**config.mk**
```make
export PLATFORM = sky130hd
export DESIGN_NAME = cir_ctrl
export DESIGN_NICKNAME = d
export VERILOG_FILES = /design/src/rtl/cir_pkg.sv /design/src/rtl/cir_ctrl.sv
export SDC_FILE = /design/constraint.sdc
export NUM_CORES = 1
export LEC_CHECK = 0
export BUFFER_PORTS_ARGS = -buffer_cell sky130_fd_sc_hd__buf_4
export CAP_MARGIN = 20
export CORE_ASPECT_RATIO = 1.1
export CORE_UTILIZATION = 45
export CTS_CLUSTER_SIZE = 8
export DETAILED_ROUTE_END_ITERATION = 12
export PLACE_DENSITY = 0.66
export SETUP_SLACK_MARGIN = 0.05
export SLEW_MARGIN = 20
export SYNTH_ARGS = -nofsm -noshare
export SYNTH_HDL_FRONTEND = slang
export SYNTH_SLANG_ARGS = --single-unit
```
**constraint.sdc**
```tcl
create_clock -name clk_i -period 3.54 [get_ports clk_i]
set_input_delay 0.708 -clock clk_i [delete_from_list [all_inputs] [get_ports clk_i]]
set_output_delay 0.708 -clock clk_i [all_outputs]
set_load 0.05 [all_outputs]
```
**src/rtl/cir_pkg.sv**
```systemverilog
package cir_pkg;

  // body table geometry
  localparam int BODY_COUNT = 64;
  localparam int ADDR_W     = $clog2(BODY_COUNT);

  // restoring division: one quotient bit per cycle
  localparam int NUM_W     = 53;
  localparam int DIV_STEPS = NUM_W;
  localparam int CNT_W     = $clog2(DIV_STEPS + 1);

  // multiplier steps
  localparam int DOT_LAST  = 3;
  localparam int KMUL_LAST = 4;
  localparam int DMUL_LAST = 6;

  // function codes
  localparam logic [1:0] FUNC_LOAD    = 2'd0;
  localparam logic [1:0] FUNC_CONTACT = 2'd1;
  localparam logic [1:0] FUNC_READ    = 2'd2;

  // one table entry
  typedef struct packed {
    logic              dynamic;
    logic [23:0]       inv_mass;
    logic signed [31:0] vel_z;
    logic signed [31:0] vel_y;
    logic signed [31:0] vel_x;
  } body_t;

  // datapath operations
  typedef enum logic [3:0] {
    OP_NONE,
    OP_CAPTURE,
    OP_LOAD_WR,
    OP_RD_A,
    OP_RD_B,
    OP_LATCH_B,
    OP_DOT,
    OP_DIV_INIT,
    OP_DIV_STEP,
    OP_KMUL,
    OP_DMUL,
    OP_WR_A,
    OP_WR_B,
    OP_RESULT
  } dp_op_e;

  typedef struct packed {
    dp_op_e           op;
    logic [CNT_W-1:0] idx;
  } dp_cmd_t;

  typedef struct packed {
    logic [1:0] func;
    logic       dot_neg;
  } dp_status_t;

  typedef enum logic [3:0] {
    ST_IDLE,
    ST_LOAD,
    ST_RD_A,
    ST_RD_B,
    ST_LATCH_B,
    ST_DOT,
    ST_CHECK,
    ST_DIV,
    ST_KMUL,
    ST_DMUL,
    ST_WR_A,
    ST_WR_B,
    ST_RESULT
  } ctrl_state_e;

endpackage

```
**src/rtl/cir_ctrl.sv**
```systemverilog
module cir_ctrl (
  input  logic                clk_i,
  input  logic                rst_ni,
  input  logic                start,
  input  logic [1:0]          func_i,
  input  cir_pkg::dp_status_t status_i,
  output cir_pkg::dp_cmd_t    cmd_o,
  output logic                busy
);
  import cir_pkg::*;

  ctrl_state_e      state_q, state_d;
  logic [CNT_W-1:0] cnt_q, cnt_d;

  // state and step counter
  always_ff @(posedge clk_i or negedge rst_ni) begin
    if (!rst_ni) begin
      state_q <= ST_IDLE;
      cnt_q   <= '0;
    end else begin
      state_q <= state_d;
      cnt_q   <= cnt_d;
    end
  end

  // next state and datapath command
  always_comb begin
    state_d   = state_q;
    cnt_d     = '0;
    cmd_o.op  = OP_NONE;
    cmd_o.idx = cnt_q;
    busy      = (state_q != ST_IDLE);
    unique case (state_q)
      ST_IDLE: begin
        if (start) begin
          cmd_o.op = OP_CAPTURE;
          priority if (func_i == FUNC_LOAD) state_d = ST_LOAD;
          else if (func_i == FUNC_CONTACT || func_i == FUNC_READ) state_d = ST_RD_A;
          else state_d = ST_RESULT;
        end
      end
      ST_LOAD: begin
        cmd_o.op = OP_LOAD_WR;
        state_d  = ST_RESULT;
      end
      ST_RD_A: begin
        cmd_o.op = OP_RD_A;
        state_d  = ST_RD_B;
      end
      ST_RD_B: begin
        cmd_o.op = OP_RD_B;
        state_d  = (status_i.func == FUNC_CONTACT) ? ST_LATCH_B : ST_RESULT;
      end
      ST_LATCH_B: begin
        cmd_o.op = OP_LATCH_B;
        state_d  = ST_DOT;
      end
      ST_DOT: begin
        cmd_o.op = OP_DOT;
        if (cnt_q == CNT_W'(DOT_LAST)) state_d = ST_CHECK;
        else cnt_d = cnt_q + 1'b1;
      end
      ST_CHECK: begin
        cmd_o.op = OP_DIV_INIT;
        state_d  = status_i.dot_neg ? ST_DIV : ST_RESULT;
      end
      ST_DIV: begin
        cmd_o.op = OP_DIV_STEP;
        if (cnt_q == CNT_W'(DIV_STEPS - 1)) state_d = ST_KMUL;
        else cnt_d = cnt_q + 1'b1;
      end
      ST_KMUL: begin
        cmd_o.op = OP_KMUL;
        if (cnt_q == CNT_W'(KMUL_LAST)) state_d = ST_DMUL;
        else cnt_d = cnt_q + 1'b1;
      end
      ST_DMUL: begin
        cmd_o.op = OP_DMUL;
        if (cnt_q == CNT_W'(DMUL_LAST)) state_d = ST_WR_A;
        else cnt_d = cnt_q + 1'b1;
      end
      ST_WR_A: begin
        cmd_o.op = OP_WR_A;
        state_d  = ST_WR_B;
      end
      ST_WR_B: begin
        cmd_o.op = OP_WR_B;
        state_d  = ST_RESULT;
      end
      ST_RESULT: begin
        cmd_o.op = OP_RESULT;
        state_d  = ST_IDLE;
      end
      default: state_d = ST_IDLE;
    endcase
  end

endmodule

```
==> flow_summary.yaml, run 1 <==
timing:
  setup_viol: 0
  relSlewSlack_pct: 61.63
  finalCritPeriodShare_pct: 67.21
  rsz0062_at_grt: "no"
  setup-tns-final_ps: 0
  fmax_mhz: 420.3
  hold_violations: 0
  maxSlewViolCount: 0
  period_needed_ps: 2379
  worst_clock_skew_ps: 7.239
  worst_slew_pin_slew_ps: 575.6
synthesis:
  yosysSeqAreaShare_pct: 29.85
  yosysTopAreaCellShare_pct: 29.85
  synth_cell_type_count: 36
  synth.area.top_cells: "dfrtp_1 (30%), ha_1 (7.5%), nor2b_1 (6.0%)"
  ys_warn_count: 0
  synth_cells: 101
  syn_area_per_cell_um2: 8.300
  synth_area_um2: 838.3
  yosys.area.top_type: "dfrtp_1"
  syn_nets: 114
  synth_seq_cells: 10
run_status:
  status: "finished, final reports clean"
finish:
  final_common_cell: "buf_4"
  diodes: 0
  drive_gt1_share_pct: 21.74
  finalInstanceArea_um2: 1002
  final_cell_mix: "buf_4 (18), dfrtp_1 (10), nor2_1 (9), nor2b_1 (8), o21ai_0 (7)"
  nets: 129
  syn_to_final_growth_pct: 19.55
die:
  core_area_um2: 1762
  die_w_um: 43.15
  design.die.area_um2: 2039
  rows: 16
  io_pins: 19
  dieHeight_um: 47.27
  start_util_pct: 47.59
global_route:
  grt_usage_pct: 17.72
  gr-total-overflow: 0
  grt_pass1_vias: 655
  grt_antenna_before_repair: 0
  grt-busiest-layer: "met2"
  use_met2_pct: 28.96
  grt_pass1_wl_um: 2760
  met3_usage_pct: 1.154
  grt_max_degree: 22
  grt_use_met1_pct: 23.95
clock_tree:
  clk_latency_ps: 270
  cts_buffer_depth: 2
  clock-root-buffer: "clkbuf_4"
  ctsResizeCount: 0
  cts_hold_buf: 0
  cts_buffers: 3
  clock_sinks: 10
  postCtsSetupBuffers: 0
  cts_tree: "built"
  cts.clk_slew.worst_paths_ps: 70
  h-tree-depth: 1
routing:
  wl_um: 1699
  wl_per_cell_um: 12.77
  dr.first_iter.drc_count: 15
  viasPerCell: 5.677
  drc_errors: 0
  final_antenna_net_count: 0
  vias: 755
  first_pass_iters: 5
placement:
  hpwl_um: 1242
  place_area_um2: 965.9
  gp_congestion: 0.8414
  port_buffers: 18
worst_setup_path:
  arrival_ps: 1670
  cp.required_ps: 2830
  cp-end-kind: "primary output"
  critPathMaxFanout: 18
  critPathKind: "reg -> out"
  cp-start-kind: "flop"
power_and_ir_drop:
  p_per_area_nw_per_um2: 927.4
  vdd_ir_drop_max_uv: 535.6
  leakage_nw: 0.4687
run:
  drv_cap: 0
hold_path:
  hp-class: "in -> async"
-- routing by layer --
layer  vias to the layer above  part of all wire [%]
met3                         4                   4.2
met4                         0                   1.8
met5                         -                     0
met2                        21                    48
met1                       344                    46
li1                        386                     -
-- worst paths after layout --
check | startpoint | end | slack, ps | depth (start not counted)
max | state_q[2] | cmd_o[9] | 1160 | 4
min | rst_ni | state_q[2] | 250 | 1
max reg2reg | cnt_q[3] | state_q[0] | 1480 | 4
min reg2reg | cnt_q[0] | cnt_q[0] | 530 | 1
max in group asynchronous | rst_ni | state_q[0] | 3150 | 1
min in group clk_i | cnt_q[0] | cnt_q[0] | 530 | 1
-- Yosys cell counts --
library cell,count
dfrtp_1,10
o211ai_1,1
mux2i_1,1
nand2_1,6
o211a_1,1
nor3_1,1
a21boi_0,1
nor4_1,2
a31o_1,1
a211oi_1,2
nand2b_1,3
nand3_1,3
o21a_1,1
or3_1,1
nor2_1,9
o311a_1,1
and3b_1,1
a211oi_2,1
inv_1,6
a21o_1,2
mux2_1,1
xor2_1,2
nor2b_1,8
clkbuf_1,8
or3_4,1
a221o_1,1
o21ai_0,7
and2_1,1
nand4_1,1
a311oi_1,2
o311a_4,1
ha_1,5
o21bai_1,1
a31oi_1,1
a21oi_1,4
xnor2_1,3
-- power breakdown --
group	switching [mW]	total, mW	internal [mW]
combinational	0.337	0.562	0.224
sequential	0.118	0.266	0.148
clock	0.0397	0.102	0.0625
-- registers in the layout, summed over array words and instances (netlist names) --
name     count
state_q      4
cnt_q        6
-- cell families after synthesis --
kind of cell	after synthesis	share of synthesized area, %
AND/OR/NAND/NOR	37	23.43
AO/OA/AOI/OAI	28	25.22
buffers and inverters	14	6.269
flip-flops	10	29.85
XOR/XNOR	5	5.225
adder cells (fa/ha/maj)	5	7.463
multiplexers	2	2.537
-- critical path, cell delays in order (launching register included) --
cell and delay [ps]:
dfrtp_1 650, nor2b_1 300, nand3_1 150, nand2_1 110, buf_4 190
-- layout make-up --
cell class / instances / area, um2
Clock buffer: 4 / 36.28
Fill cell: 178 / 759.5
Inverter: 6 / 22.52
Multi-Input combinational cell: 77 / 535.5
Sequential cell: 10 / 250.2
Tap cell: 18 / 22.52
Timing Repair Buffer: 18 / 135.1
-- metrics by stage --
| step | power [mW] | hold slack [ps] | worst slack, ps | utilization [%] | std cells |
|---|---|---|---|---|---|
| 2_1_floorplan | 0.6942 | 412.4 | 567.1 | - | 101 |
| 3_5_place_dp | 0.8330 | 518.1 | 1468 | 54.83 | 129 |
| 5_1_grt | 1.001 | 247.8 | 1013 | 56.89 | 133 |
| 6_report | 0.9294 | 248.2 | 1161 | 56.89 | 133 |
| 3_3_place_gp | 0.8249 | 509.5 | 1508 | 54.83 | 129 |
| 4_1_cts | 0.9399 | 242.2 | 1148 | 56.89 | 133 |
Note: power is estimated with default switching activity, not from simulation.
==> run 2: changes to the inputs <==
Clock period 3.54 ns to 2.3 ns, I/O delays scaled along.
==> run 2 against run 1 <==
Compared with the run above: clock skew decreased by 3.4 ps; count of clock-buffer cells in the layout decreased by 1; combinational power increased by 72%; core utilization increased by 0.99 points.
==> flow_summary.yaml, run 2 (synthesis results as in run 1) <==
placement:
  port_buffers: 18
  hpwl_um: 1383
  gp_congestion: 0.8162
  pre_cts_slack_ps: 270.9
routing:
  viasPerCell: 5.696
  wl_per_cell_um: 13.43
  drc_errors: 0
  first_pass_iters: 4
  dr.first_iter.drc_count: 13
  vias: 769
  final_antenna_net_count: 0
  wl_um: 1813
worst_setup_path:
  arrival_ps: 1600
  cp-start-kind: "flop"
  critPathMaxFanout: 19
  r2r_start: "cnt_q[3]"
  cp-end-kind: "primary output"
  critical_path.cell_chain: "nor4_1, a311oi_2, buf_4"
  critPathKind: "reg -> out"
  critPathMaxStageDelay_ps: 710
  timing.critical_path.buf_inv: 1
  cpMaxStageDelayCell: "dfrtp_1"
  cp_top_family: "flip-flops"
  cp.required_ps: 1840
  cp-startpoint: "state_q[3]"
run_status:
  status: "finished, final reports clean"
finish:
  final_util_pct: 57.88
  drive_gt1_share_pct: 24.79
  fill_cells: 179
  syn_to_final_growth_pct: 21.64
  largest_reg_flops: 6
  final_cell_mix: "buf_4 (21), dfrtp_1 (10), nor2_1 (9), nor2b_1 (7)"
  regMostFlops: "cnt_q"
  top_regs: "cnt_q (6), state_q (4)"
  nets: 132
  diodes: 0
  final_common_cell: "buf_4"
timing:
  relSlewSlack_pct: 60.66
  setup_viol: 0
  maxSlewViolCount: 0
  setup_slack_ps: 236.0
  finalCritPeriodShare_pct: 89.74
  hold_violations: 0
  worst_slew_pin_slew_ps: 590.1
  worst_clock_skew_ps: 3.808
  period_needed_ps: 2064
  rsz0062_at_grt: "no"
  setup-tns-final_ps: 0
  fmax_mhz: 484.5
die:
  start_util_pct: 47.59
  dieHeight_um: 47.27
  design.die.area_um2: 2039
  core_area_um2: 1762
  die_w_um: 43.15
  rows: 16
  io_pins: 19
power_and_ir_drop:
  p_per_area_nw_per_um2: 1417
  vdd_ir_drop_max_uv: 682.3
  leakage_nw: 0.4784
clock_tree:
  cts_tree: "built"
  h-tree-depth: 1
  cts_buffer_depth: 2
  clock-root-buffer: "clkbuf_4"
  cts_buffers: 3
  postCtsSetupBuffers: 0
  clk_latency_ps: 250
  cts_hold_buf: 0
  cts.clk_slew.worst_paths_ps: 60
  clock_sinks: 10
hold_path:
  hp-class: "in -> async"
global_route:
  gr-total-overflow: 0
  grt_pass1_wl_um: 2822
  grt_max_degree: 20
  grt_antenna_before_repair: 0
  grt_usage_pct: 18.42
  grt_pass1_vias: 652
run:
  drv_cap: 0
==> run 2: changes by cell type in the layout (fill, tap and decap cells not counted), sizes merged <==
| cell | change |
|---|---|
| clkbuf | -1 |
| buf | +3 |
==> run 2: worst paths after layout <==
path | to | slack [ps] | depth (start not counted)
setup / recovery | cmd_o[6] | 240 | 3
hold / removal | cnt_q[5] | 20 | 1
setup reg to reg | state_q[0] | 250 | 4
hold reg to reg | cnt_q[0] | 530 | 1
max in group asynchronous | state_q[3] | 2130 | 1
min in group clk_i | cnt_q[0] | 530 | 1
==> run 2: where the power goes <==
part / leakage (nW) / internal, mW / total, mW / switching [mW]
clock network: 0.0138 / 0.0600 / 0.111 / 0.0512
registers: 0.131 / 0.229 / 0.368 / 0.140
logic: 0.333 / 0.381 / 0.965 / 0.584
==> run 2: repair_timing <==
item	4_1_cts	5_1_grt
gates resized for setup	0	1
endpoints found under the hold margin	0	0
setup endpoints to repair	0	1
==> run 2: metrics by stage <==
stage	std cells	power [mW]	hold WS (ps)	area, um2
2_1_floorplan	101	1.081	164.4	844.6
3_3_place_gp	132	1.320	295.9	994.7
3_5_place_dp	132	1.336	295.6	994.7
4_1_cts	135	1.453	13.55	1017
5_1_grt	135	1.558	18.95	1020
6_report	135	1.445	23.86	1020
==> run 2: worst register-to-register path: cells and delay by family, from the launching register on <==
family	cells	cell delay [ps]
compound gates	2	690
flops	1	450
mux	1	350
simple gates	1	440
==> run 2: layout make-up <==
| class | count | area, um2 | share of cell area, % |
|---|---|---|---|
| multi-input cells | 77 | 544.3 | 53.37 |
| flip-flops and latches | 10 | 250.2 | 24.54 |
| repair buffers | 21 | 157.7 | 15.46 |
| clock buffers | 3 | 22.52 | 2.209 |
| inverters | 6 | 22.52 | 2.209 |
| well taps | 18 | 22.52 | 2.209 |
==> run 2: metal layers <==
| layer | routed length, um | global-route usage, % |
|---|---|---|
| met5 | 0 | 0 |
| met3 | 50 | 1.154 |
| met2 | 905 | 31.34 |
| met4 | 19 | 9.091 |
| met1 | 837 | 24.12 |
==> run 3: changes to the inputs <==
Settings changed: CORE_MARGIN set to 3.
==> run 3 against run 2 <==
Compared with the run above: critical path depth rose by 2; sequential cell count stayed put; die area rose by 19%; cell count unchanged; count of clock-buffer cells in the layout is 1 higher; power increased by 2.2%; sequential share of layout area shrank 0.24 points; worst setup slack gained 27 ps; hold slack got worse by 7.4 ps; global-route usage fell by 2.2 points; fmax is 1.3% higher; sequential power shrank 3%; highest routed layer unchanged.
==> flow_summary.yaml, run 3 (synthesis results as in run 1) <==
placement:
  port_buffers: 18
  dp.cells: 131
  hpwl_um: 1356
  gp_congestion: 0.7713
worst_setup_path:
  critPathMaxFanout: 15
  cp-start-kind: "flop"
  cp.required_ps: 1840
  cp-end-kind: "primary output"
  critPathKind: "reg -> out"
  arrival_ps: 1580
power_and_ir_drop:
  power.net_switching_mw: 0.7721
  leakage_nw: 0.4852
  power_frac_seq_pct: 24.1
  vdd_ir_drop_max_uv: 737.9
  p_per_area_nw_per_um2: 1434
  pwr-share-clk_pct: 10.2
  switching_share_pct: 52.30
  pwr-share-comb_pct: 65.7
  p_int_mw: 0.7043
die:
  rows: 15
  die_w_um: 47.15
  dieHeight_um: 51.27
  io_pins: 19
  design.die.area_um2: 2417
  core_area_um2: 1652
  start_util_pct: 50.76
global_route:
  grt_antenna_before_repair: 0
  grt_usage_pct: 16.21
  gr-total-overflow: 0
  grt_max_degree: 20
  grt_pass1_wl_um: 2939
  grt_pass1_vias: 680
timing:
  rsz0062_at_grt: "no"
  worst_slew_pin_slew_ps: 555.3
  hold_violations: 0
  setup_viol: 0
  fmax_mhz: 490.9
  worst_clock_skew_ps: 5.130
  relSlewSlack_pct: 62.98
  finalCritPeriodShare_pct: 88.58
  period_needed_ps: 2037
  maxSlewViolCount: 0
  setup-tns-final_ps: 0
routing:
  viasPerCell: 5.585
  wl_um: 1700
  drc_errors: 0
  wl_per_cell_um: 12.59
  dr.first_iter.drc_count: 12
  first_pass_iters: 4
  final_antenna_net_count: 0
  vias: 754
finish:
  final-seq-area_um2: 250.2
  diodes: 0
  multiInputGateArea_um2: 541.8
  final_cell_mix: "buf_4 (21), dfrtp_1 (10), nor2_1 (9), nor2b_1 (8)"
  nets: 132
  final_common_cell: "buf_4"
  syn_to_final_growth_pct: 22.84
  regMostFlops: "cnt_q"
  fill_cells: 153
  finalNonFillerCells: 135
  largest_reg_flops: 6
  top_regs: "cnt_q (6), state_q (4)"
  final_util_pct: 62.35
  drive_gt1_share_pct: 24.58
clock_tree:
  ctsResizeCount: 0
  postCtsSetupBuffers: 0
  h-tree-depth: 1
  cts_buffers: 3
  clk_latency_ps: 250
  cts_hold_buf: 0
  clock_sinks: 10
  cts_tree: "built"
  cts.clk_slew.worst_paths_ps: 70
  cts_buffer_depth: 2
  clock-root-buffer: "clkbuf_4"
run_status:
  status: "finished, final reports clean"
run:
  drv_cap: 0
hold_path:
  hp-class: "in -> async"
-- run 3: changes by cell type in the layout (fill, tap and decap cells not counted) --
cell	delta
clkbuf_8	+1
nor2b_1	+1
nor2b_2	-1
-- run 3: path summary, 6_finish.rpt --
path	start	to	slack, ps	cells past startpoint
max	state_q[1]	cmd_o[8]	260	5
min	rst_ni	cnt_q[5]	20	1
max reg2reg	cnt_q[3]	state_q[0]	280	4
min reg2reg	cnt_q[0]	cnt_q[0]	530	1
max in group asynchronous	rst_ni	state_q[2]	2140	1
min in group clk_i	cnt_q[0]	cnt_q[0]	530	1
-- run 3: power by group through the flow --
| stage | Sequential, mW | Clock, mW | Combinational, mW |
|---|---|---|---|
| final | 0.356 | 0.151 | 0.970 |
| after global routing | 0.371 | 0.163 | 1.07 |
| after CTS | 0.356 | 0.156 | 0.978 |
| after detailed placement | 0.359 | 0 | 0.974 |
| after global placement | 0.358 | 0 | 0.969 |
| after floorplan | 0.326 | 0 | 0.755 |
-- run 3: worst max-delay path: stages, from the launching register on --
cell and delay (ps):
dfrtp_1 600, buf_4 230, a21oi_1 60, o21ai_0 160
o21ai_1 80, buf_4 190
-- run 3: metrics by stage --
step                      power (mW)  hold WS (ps)  setup WS (ps)  instance area (um2)
after floorplan                1.081         164.4          13.67                844.6
after global placement         1.327         292.8          355.0                993.5
after detailed placement       1.332         294.7          307.9                993.5
after CTS                      1.490         13.66          253.4                 1030
after global routing           1.601         16.56          142.6                 1030
final                          1.476         16.47          262.7                 1030
-- run 3: cell type report --
class                   count  area share, %
clock buffers               4          3.524
inverters                   6          2.187
multi-input cells          77          52.61
flip-flops and latches     10          24.30
well taps                  17          2.066
repair buffers             21          15.31
-- run 3: layer usage --
layer / wire, um / vias up / global-route usage (%)
li1: - / 389 / -
met1: 777 / 347 / 21.79
met2: 830 / 16 / 27.38
met3: 78 / 2 / 1.056
met4: 13 / 0 / 4.147
met5: 0 / - / 0
